`src/design/bfq_pkg.sv`:
```
package bfq_pkg;

  localparam int DEPTH_DEF      = 16;
  localparam int DATA_WIDTH_DEF = 32;

  // field widths fixed by the interface
  localparam int ACTION_W   = 2;
  localparam int CFG_IDX_W  = 2;
  localparam int CFG_DATA_W = 5;
  localparam int CAP_W      = 5;
  localparam int COUNT_W    = 5;

  typedef enum logic [ACTION_W-1:0] {
    ACT_ENQUEUE = 2'd0,
    ACT_DEQUEUE = 2'd1,
    ACT_CLEAR   = 2'd2,
    ACT_QUERY   = 2'd3
  } action_t;

  typedef enum logic [CFG_IDX_W-1:0] {
    CFG_LIFO_MODE = 2'd0,
    CFG_CAP_LIMIT = 2'd1,
    CFG_RSVD_2    = 2'd2,
    CFG_RSVD_3    = 2'd3
  } cfg_reg_t;

  // broadcast from the controller to the whole row
  typedef struct packed {
    logic shift_left;
    logic shift_right;
    logic load_en;
  } row_cmd_t;

  // what one cell sees
  typedef struct packed {
    logic shift_left;
    logic shift_right;
    logic load;
  } cell_ctl_t;

endpackage

```
`src/design/bfq_cell.sv`:
```
module bfq_cell #(
  parameter int DATA_WIDTH = bfq_pkg::DATA_WIDTH_DEF
) (
  input  logic                  clk,
  input  bfq_pkg::cell_ctl_t    ctl,
  input  logic [DATA_WIDTH-1:0] load_data,
  input  logic [DATA_WIDTH-1:0] left_data,
  input  logic [DATA_WIDTH-1:0] right_data,
  output logic [DATA_WIDTH-1:0] q
);
  import bfq_pkg::*;

  logic [DATA_WIDTH-1:0] data_r;
  logic [DATA_WIDTH-1:0] data_nxt;

  always_comb begin
    priority if (ctl.load) begin
      data_nxt = load_data;
    end else if (ctl.shift_left) begin
      data_nxt = right_data;
    end else if (ctl.shift_right) begin
      data_nxt = left_data;
    end else begin
      data_nxt = data_r;
    end
  end

  always_ff @(posedge clk) begin
    data_r <= data_nxt;
  end

  assign q = data_r;

endmodule

```
`src/design/bfq_ctrl.sv`:
```
module bfq_ctrl #(
  parameter int DEPTH      = bfq_pkg::DEPTH_DEF,
  parameter int DATA_WIDTH = bfq_pkg::DATA_WIDTH_DEF,
  parameter int IDX_W      = $clog2(DEPTH),
  parameter int CNT_W      = $clog2(DEPTH + 1)
) (
  input  logic                          clk,
  input  logic                          rst_n,
  input  logic                          in_valid,
  output logic                          in_ready,
  input  logic [bfq_pkg::ACTION_W-1:0]  in_action,
  input  logic [DATA_WIDTH-1:0]         head_data,
  input  logic                          cfg_valid,
  output logic                          cfg_ready,
  input  logic [bfq_pkg::CFG_IDX_W-1:0] cfg_index,
  input  logic [bfq_pkg::CFG_DATA_W-1:0] cfg_data,
  output bfq_pkg::row_cmd_t             cmd,
  output logic [IDX_W-1:0]              load_idx,
  output logic                          out_valid,
  input  logic                          out_ready,
  output logic [DATA_WIDTH-1:0]         out_message_out,
  output logic                          out_got_message,
  output logic                          out_dropped_oldest,
  output logic [bfq_pkg::COUNT_W-1:0]   out_entry_count,
  output logic                          out_is_empty
);
  import bfq_pkg::*;

  localparam int CMP_W = (CNT_W > CAP_W) ? CNT_W : CAP_W;

  logic             lifo_r;
  logic [CAP_W-1:0] cap_r;
  logic [CNT_W-1:0] count_r;
  logic [CNT_W-1:0] count_nxt;

  logic                  out_valid_r;
  logic [DATA_WIDTH-1:0] msg_r;
  logic                  got_r;
  logic                  drop_r;
  logic [COUNT_W-1:0]    ecount_r;
  logic                  empty_r;

  logic                  accept;
  logic [CMP_W-1:0]      cap_ext;
  logic [CMP_W-1:0]      cnt_ext;
  logic [CMP_W-1:0]      eff_cap;
  logic [CMP_W-1:0]      cnt_nxt_ext;
  logic                  full;
  logic                  drop;
  logic                  got;
  logic [DATA_WIDTH-1:0] msg;
  logic [CNT_W-1:0]      load_pos;

  assign in_ready  = !out_valid_r || out_ready;
  assign accept    = in_valid && in_ready;
  assign cfg_ready = 1'b1;

  assign cap_ext = CMP_W'(cap_r);
  assign cnt_ext = CMP_W'(count_r);
  // zero or anything above the depth means the full depth
  assign eff_cap = (cap_r == '0 || cap_ext > CMP_W'(DEPTH)) ? CMP_W'(DEPTH) : cap_ext;
  assign full    = cnt_ext >= eff_cap;

  always_comb begin
    cmd       = '0;
    load_pos  = '0;
    count_nxt = count_r;
    drop      = 1'b0;
    got       = 1'b0;
    msg       = '0;
    if (accept) begin
      unique case (action_t'(in_action))
        ACT_ENQUEUE: begin
          cmd.load_en = 1'b1;
          drop        = full;
          if (!full) begin
            count_nxt = count_r + 1'b1;
          end
          if (lifo_r) begin
            // push at the front; a dropped back entry falls off the tail
            cmd.shift_right = 1'b1;
          end else begin
            // drop the front by shifting the row toward the head
            cmd.shift_left = full;
            load_pos       = count_r - CNT_W'(full);
          end
        end
        ACT_DEQUEUE: begin
          if (count_r != '0) begin
            cmd.shift_left = 1'b1;
            got            = 1'b1;
            msg            = head_data;
            count_nxt      = count_r - 1'b1;
          end
        end
        ACT_CLEAR: begin
          count_nxt = '0;
        end
        ACT_QUERY: begin
        end
        default: begin
        end
      endcase
    end
  end

  assign load_idx    = load_pos[IDX_W-1:0];
  assign cnt_nxt_ext = CMP_W'(count_nxt);

  always_ff @(posedge clk) begin
    if (!rst_n) begin
      lifo_r      <= 1'b0;
      cap_r       <= '0;
      count_r     <= '0;
      out_valid_r <= 1'b0;
    end else begin
      if (cfg_valid && cfg_ready) begin
        unique case (cfg_reg_t'(cfg_index))
          CFG_LIFO_MODE: lifo_r <= cfg_data[0];
          CFG_CAP_LIMIT: cap_r  <= cfg_data[CAP_W-1:0];
          default: begin
          end
        endcase
      end
      count_r <= count_nxt;
      if (accept) begin
        out_valid_r <= 1'b1;
      end else if (out_ready) begin
        out_valid_r <= 1'b0;
      end
    end
  end

  always_ff @(posedge clk) begin
    if (accept) begin
      msg_r    <= msg;
      got_r    <= got;
      drop_r   <= drop;
      ecount_r <= cnt_nxt_ext[COUNT_W-1:0];
      empty_r  <= (count_nxt == '0);
    end
  end

  assign out_valid          = out_valid_r;
  assign out_message_out    = msg_r;
  assign out_got_message    = got_r;
  assign out_dropped_oldest = drop_r;
  assign out_entry_count    = ecount_r;
  assign out_is_empty       = empty_r;

endmodule

```
`src/design/bounded_fifo_lifo_queue.sv`:
```
// Bounded message store, queue or stack order, dropping the oldest entry when full.
// Input channel (in_valid/in_ready): in_action selects enqueue, dequeue, clear or
// size query; in_message_in is the word stored by an enqueue.
// Result channel (out_valid/out_ready): one result per action with the dequeued
// word, got/dropped flags, the entry count and the empty flag after the action.
// Config channel (cfg_valid/cfg_ready, always ready): index 0 lifo_mode,
// index 1 capacity_limit (0 or above DEPTH means DEPTH). Write only while idle.
// Storage is a row of DEPTH cells with the front entry in cell 0; every action
// shifts the whole row by at most one place and loads at most one cell, so an
// action completes in the cycle it is accepted.
// The result is registered: it is valid the cycle after the input transfer.
// Throughput: one action per cycle while out_ready is high, set by the single output register.
// If the receiver stalls, the result holds and in_ready drops until it is taken.
// Reset (rst_n low, synchronous) empties the store, selects queue order and full
// capacity; cell contents are not cleared, no clearing pass is needed.
module bounded_fifo_lifo_queue #(
  parameter int DEPTH      = bfq_pkg::DEPTH_DEF,
  parameter int DATA_WIDTH = bfq_pkg::DATA_WIDTH_DEF
) (
  input  logic                           clk,
  input  logic                           rst_n,
  input  logic                           in_valid,
  output logic                           in_ready,
  input  logic [bfq_pkg::ACTION_W-1:0]   in_action,
  input  logic [DATA_WIDTH-1:0]          in_message_in,
  output logic                           out_valid,
  input  logic                           out_ready,
  output logic [DATA_WIDTH-1:0]          out_message_out,
  output logic                           out_got_message,
  output logic                           out_dropped_oldest,
  output logic [bfq_pkg::COUNT_W-1:0]    out_entry_count,
  output logic                           out_is_empty,
  input  logic                           cfg_valid,
  output logic                           cfg_ready,
  input  logic [bfq_pkg::CFG_IDX_W-1:0]  cfg_index,
  input  logic [bfq_pkg::CFG_DATA_W-1:0] cfg_data
);
  import bfq_pkg::*;

  localparam int IDX_W = $clog2(DEPTH);
  localparam int CNT_W = $clog2(DEPTH + 1);

  row_cmd_t              cmd;
  logic [IDX_W-1:0]      load_idx;
  logic [DATA_WIDTH-1:0] cell_q [DEPTH];

  bfq_ctrl #(
    .DEPTH      (DEPTH),
    .DATA_WIDTH (DATA_WIDTH),
    .IDX_W      (IDX_W),
    .CNT_W      (CNT_W)
  ) u_ctrl (
    .clk                (clk),
    .rst_n              (rst_n),
    .in_valid           (in_valid),
    .in_ready           (in_ready),
    .in_action          (in_action),
    .head_data          (cell_q[0]),
    .cfg_valid          (cfg_valid),
    .cfg_ready          (cfg_ready),
    .cfg_index          (cfg_index),
    .cfg_data           (cfg_data),
    .cmd                (cmd),
    .load_idx           (load_idx),
    .out_valid          (out_valid),
    .out_ready          (out_ready),
    .out_message_out    (out_message_out),
    .out_got_message    (out_got_message),
    .out_dropped_oldest (out_dropped_oldest),
    .out_entry_count    (out_entry_count),
    .out_is_empty       (out_is_empty)
  );

  for (genvar i = 0; i < DEPTH; i++) begin : g_cell
    cell_ctl_t             ctl;
    logic [DATA_WIDTH-1:0] left_d;
    logic [DATA_WIDTH-1:0] right_d;

    assign ctl.shift_left  = cmd.shift_left;
    assign ctl.shift_right = cmd.shift_right;
    assign ctl.load        = cmd.load_en && (load_idx == IDX_W'(i));

    if (i == 0) begin : g_head
      assign left_d = '0;
    end else begin : g_body_l
      assign left_d = cell_q[i-1];
    end

    if (i == DEPTH - 1) begin : g_tail
      assign right_d = '0;
    end else begin : g_body_r
      assign right_d = cell_q[i+1];
    end

    bfq_cell #(
      .DATA_WIDTH (DATA_WIDTH)
    ) u_cell (
      .clk        (clk),
      .ctl        (ctl),
      .load_data  (in_message_in),
      .left_data  (left_d),
      .right_data (right_d),
      .q          (cell_q[i])
    );
  end

`ifndef NO_ASSERTIONS
  a_enq_not_empty: assert property (@(posedge clk) disable iff (!rst_n)
    (in_valid && in_ready && in_action == ACT_ENQUEUE)
      |=> (out_valid && !out_is_empty && !out_got_message))
    else $error("enqueue left the store empty");

  a_clear_empties: assert property (@(posedge clk) disable iff (!rst_n)
    (in_valid && in_ready && in_action == ACT_CLEAR)
      |=> (out_valid && out_is_empty && out_entry_count == '0 && !out_dropped_oldest))
    else $error("clear did not empty the store");

  a_drop_only_enq: assert property (@(posedge clk) disable iff (!rst_n)
    (out_valid && out_dropped_oldest) |-> (!out_got_message && !out_is_empty))
    else $error("drop flagged outside a non-empty enqueue");

  a_no_msg_unless_got: assert property (@(posedge clk) disable iff (!rst_n)
    (in_valid && in_ready && in_action != ACT_DEQUEUE)
      |=> (out_message_out == '0 && !out_got_message))
    else $error("message returned by an action other than dequeue");
`endif

endmodule
```
`config.mk`:
```
export PLATFORM = sky130hd
export DESIGN_NAME = bounded_fifo_lifo_queue
export DESIGN_NICKNAME = d
export VERILOG_FILES = /design/src/design/bfq_pkg.sv /design/src/design/bfq_cell.sv /design/src/design/bfq_ctrl.sv /design/src/design/bounded_fifo_lifo_queue.sv
export SDC_FILE = /design/constraint.sdc
export NUM_CORES = 1
export LEC_CHECK = 0
export ABC_CLOCK_PERIOD_IN_PS = 14300
export BUFFER_PORTS_ARGS = -buffer_cell sky130_fd_sc_hd__buf_2
export CORE_AREA = 4 4 210 212
export CTS_BUF_LIST = sky130_fd_sc_hd__clkbuf_16
export CTS_CLUSTER_SIZE = 30
export DETAILED_ROUTE_END_ITERATION = 10
export DIE_AREA = 0 0 214 216
export GPL_TIMING_DRIVEN = 0
export PLACE_DENSITY = 0.85
export SETUP_SLACK_MARGIN = 0.02
export SLEW_MARGIN = 20
export SYNTH_ARGS = -nofsm -noshare
export SYNTH_HDL_FRONTEND = slang
export SYNTH_SLANG_ARGS = --single-unit
```
`constraint.sdc`:
```
create_clock -name clk -period 14.3 [get_ports clk]
set_input_delay 0.715 -clock clk [delete_from_list [all_inputs] [get_ports clk]]
set_output_delay 0.715 -clock clk [all_outputs]
set_load 0.005 [all_outputs]
```
==> metrics.yaml <==
run_status:
  run_status: "finished, final reports clean"
logic_synthesis:
  synth_ff_type: "edfxtp_1"
  avgSynthCellArea_sq_um: 9.96
  synth_edf_count: 552
  synth_nets: 2881
  ys_ff_latch: 564
  synth_area_sq_um: 28100
  async_reset_ff_share_pct: 0
  synth_cell_types: 57
  netlist_instances: 2825
  yosysSeqAreaShare_pct: 59.8
  synth_warnings: 0
sta:
  relSlewSlack_pct: 25.0
  rsz0062_at_grt: "no"
  hold_violations: 0
  tns_ns: 0
  setup_viol: 0
  max_freq_mhz: 165
  worstMarginPinSlew_ns: 1.12
  slew_viol_final: 0
  skew_ns: 0.0222
  post-route-period-util_pct: 42.5
  hold_ws_ns: 0.341
  fin_crit_ns: 6.08
clock_tree:
  cts_hold_buffers: 0
  cts_buffers: 56
  clkSlewWorstSetupHoldPaths_ns: 0.06
  cts_tree: "done"
  post_cts_resized: 0
  htreeDepth: 2
  cts.path.max_buffers: 3
  clock-root-buffer: "clkbuf_16"
  cts_setup_buffers: 0
  cts.sinks: 564
  clk_latency_ns: 0.63
hold_path:
  hold_class: "primary input to register"
  holdPathEnd: "u_ctrl.lifo_r$_SDFFE_PN0P_"
  holdCritStartpoint: "rst_n"
  worstHoldPathCells: 2
routing:
  ant_nets: 0
  drc: 0
  routed_wl_microns: 82600
  wire_per_inst_microns: 23.5
  viasPerCell: 6.60
  vias: 23200
  drt_pass1_iterations: 7
  drt_iter0_markers: 3735
die:
  initial_core_util_pct: 67.0
  core_area_sq_um: 41900
  die_x_microns: 214
  ios: 89
  dieArea_sq_um: 46200
  rows: 75
  die_h_microns: 216
placement:
  routabilityCongestion: 0.934
  io_buffer_count: 54
  dp_hpwl_microns: 63500
job:
  drv_cap: 0
layout:
  drive_above_1_share_pct: 8.60
  syn_to_final_growth_pct: 9.32
  final_nets: 2994
critical_path:
  arrival_ns: 6.33
  reg2reg_setup_slack_ns: 8.22
  end_kind: "register"
  cp-start-kind: "register"
  critPathMaxFanout: 32
  max_stage_delay_ns: 0.84
  cp.required_ns: 14.56
  r2r-end: "g_cell[1].u_cell.q[19]$_DFFE_PP_"
  cp_slowest_cell: "nor3_1"
  crit_top_cell: "ha_1"
  r2r_cells: 16
  critical_path_class: "register to register"
  timing.rr.start: "u_ctrl.cap_ext[0]$_SDFFE_PN0P_"
  timing.critical_path.cells: "or4_1 -> ha_1 -> nand2b_1 -> ha_1 -> a21oi_1 -> o21ai_1 -> a311oi_2 -> inv_2 -> ha_1 -> ha_1 -> clkbuf_2 -> inv_1 -> nor3_1 -> nand2_1 -> clkbuf_1 -> nand2_2"
grt:
  grt_first_pass_wirelength_microns: 124000
  grt_pass1_vias: 22100
  grt_max_degree: 40
  overflow: 0
  groute.usage.overall_pct: 34.5
  antenna_found_initial: 1
power_and_ir_drop:
  p_per_area_nw_per_um2: 115
  ir_worst_vdd_v: 0.0000996
  leakage_nw: 11.6
==> worst max path at each step <==
stage / start / to / slack (ns) / cells past startpoint
final: u_ctrl.cap_ext[0]$_SDFFE_PN0P_ / g_cell[1].u_cell.q[19]$_DFFE_PP_ / 8.22 / 16
after global routing: u_ctrl.cap_ext[0]$_SDFFE_PN0P_ / g_cell[13].u_cell.q[2]$_DFFE_PP_ / 7.91 / 17
after CTS: u_ctrl.cap_ext[0]$_SDFFE_PN0P_ / g_cell[13].u_cell.q[2]$_DFFE_PP_ / 8.40 / 17
after detailed placement: u_ctrl.cap_ext[0]$_SDFFE_PN0P_ / g_cell[13].u_cell.q[15]$_DFFE_PP_ / 8.41 / 17
after global placement: u_ctrl.cap_ext[0]$_SDFFE_PN0P_ / g_cell[13].u_cell.q[16]$_DFFE_PP_ / 8.23 / 17
after floorplan: u_ctrl.cap_ext[0]$_SDFFE_PN0P_ / g_cell[13].u_cell.q[0]$_DFFE_PP_ / 9.39 / 17
==> worst max-delay path, delay by kind of cell (launching register included) <==
kind / cells / cell delay, ns
adders and majority gates: 4 / 1.02
and+or+nand+nor: 5 / 2.63
buffers and inverters: 4 / 0.94
DFF: 1 / 0.32
AOI/OAI and AO/OA: 3 / 0.80
==> state kept, by name (all words and copies together) (netlist names), 5 cells and up <==
name and flops:
u_ctrl.cnt_ext 5, g_cell.u_cell.q 512, u_ctrl.out_message_out 32, u_ctrl.cap_ext 5
u_ctrl.out_entry_count 5
==> layer usage <==
layer,track usage [%],up-vias,routed length (microns)
met5,0,-,0
met4,13.9,0,3430
met3,7.79,220,10800
met2,54.1,1759,36900
met1,47.6,10900,31500
li1,-,10400,-
==> where the power goes <==
part	leakage (nW)	total, mW	switching, mW	internal, mW
clock network	0.832	1.34	0.623	0.713
logic	5.59	0.286	0.196	0.0905
registers	5.19	1.92	0.0287	1.89
==> cell families after synthesis <==
kind of cell	Yosys count	synth area share [%]
flops	564	59.8
simple gates	1138	16.4
fa+ha+maj	10	0.445
buf+inv	299	4.48
mux	8	0.289
other cells	1	0.0133
compound gates	805	18.6
==> layout by cell type (no fill, tap or decap), drive strengths merged, types with 4 or more instances in the layout <==
cell type and count:
a2bb2oi 224, nand2b 7, o21ai 41, nor3 5
nor2b 13, mux2i 7, and2 41, nor2 235
inv 27, a31oi 161, clkbuf 198, a21oi 360
clkinv 23, nand2 774, nor4 6, dfxtp 12
buf 202, edfxtp 552, nand3 42, a2111oi 4
ha 10
==> synthesized netlist by cell type, drive strengths merged (2+ instances only) <==
master   number  area share (%)
nand2       774              10
edfxtp      552              59
a21oi       360             6.4
nor2        235             3.2
a2bb2oi     224             7.0
a31oi       161             3.6
buf         147             2.4
clkbuf      141             1.9
nand3        42            0.75
and2         41            0.91
o21ai        41            0.73
nor2b        13            0.29
dfxtp        12            0.85
inv          11            0.15
ha           10            0.44
mux2i         7            0.25
nand2b        7            0.16
nor4          6            0.20
nor3          5            0.15
a2111oi       4            0.39
a21boi        3           0.093
and3          3           0.067
nand4         3           0.067
or4           3           0.080
nor4b         2            0.12
o22ai         2           0.044
==> per-stage QoR <==
step | power, mW | utilization (%) | std cells | setup slack (ns) | area, sq um
after floorplan | 2.12 | - | 2825 | 9.39 | 28100
after global placement | 2.21 | 69.3 | 3418 | 8.23 | 29100
after detailed placement | 2.22 | 69.5 | 3419 | 8.41 | 29100
after CTS | 3.52 | 73.3 | 3517 | 8.40 | 30700
after global routing | 3.62 | 73.3 | 3519 | 7.91 | 30700
final | 3.54 | 73.3 | 3519 | 8.22 | 30700
==> cell type report <==
| type | instances | area [sq um] |
|---|---|---|
| Buffer | 288 | 1220 |
| Clock buffer | 57 | 1430 |
| Timing Repair Buffer | 55 | 290 |
| Inverter | 11 | 41.3 |
| Fill cell | 2887 | 11200 |
| Clock inverter | 41 | 176 |
| Multi-Input combinational cell | 1962 | 10100 |
| Tap cell | 539 | 674 |
| Antenna cell | 2 | 5.00 |
| Sequential cell | 564 | 16800 |
Note: power is estimated with default switching activity, not from simulation.
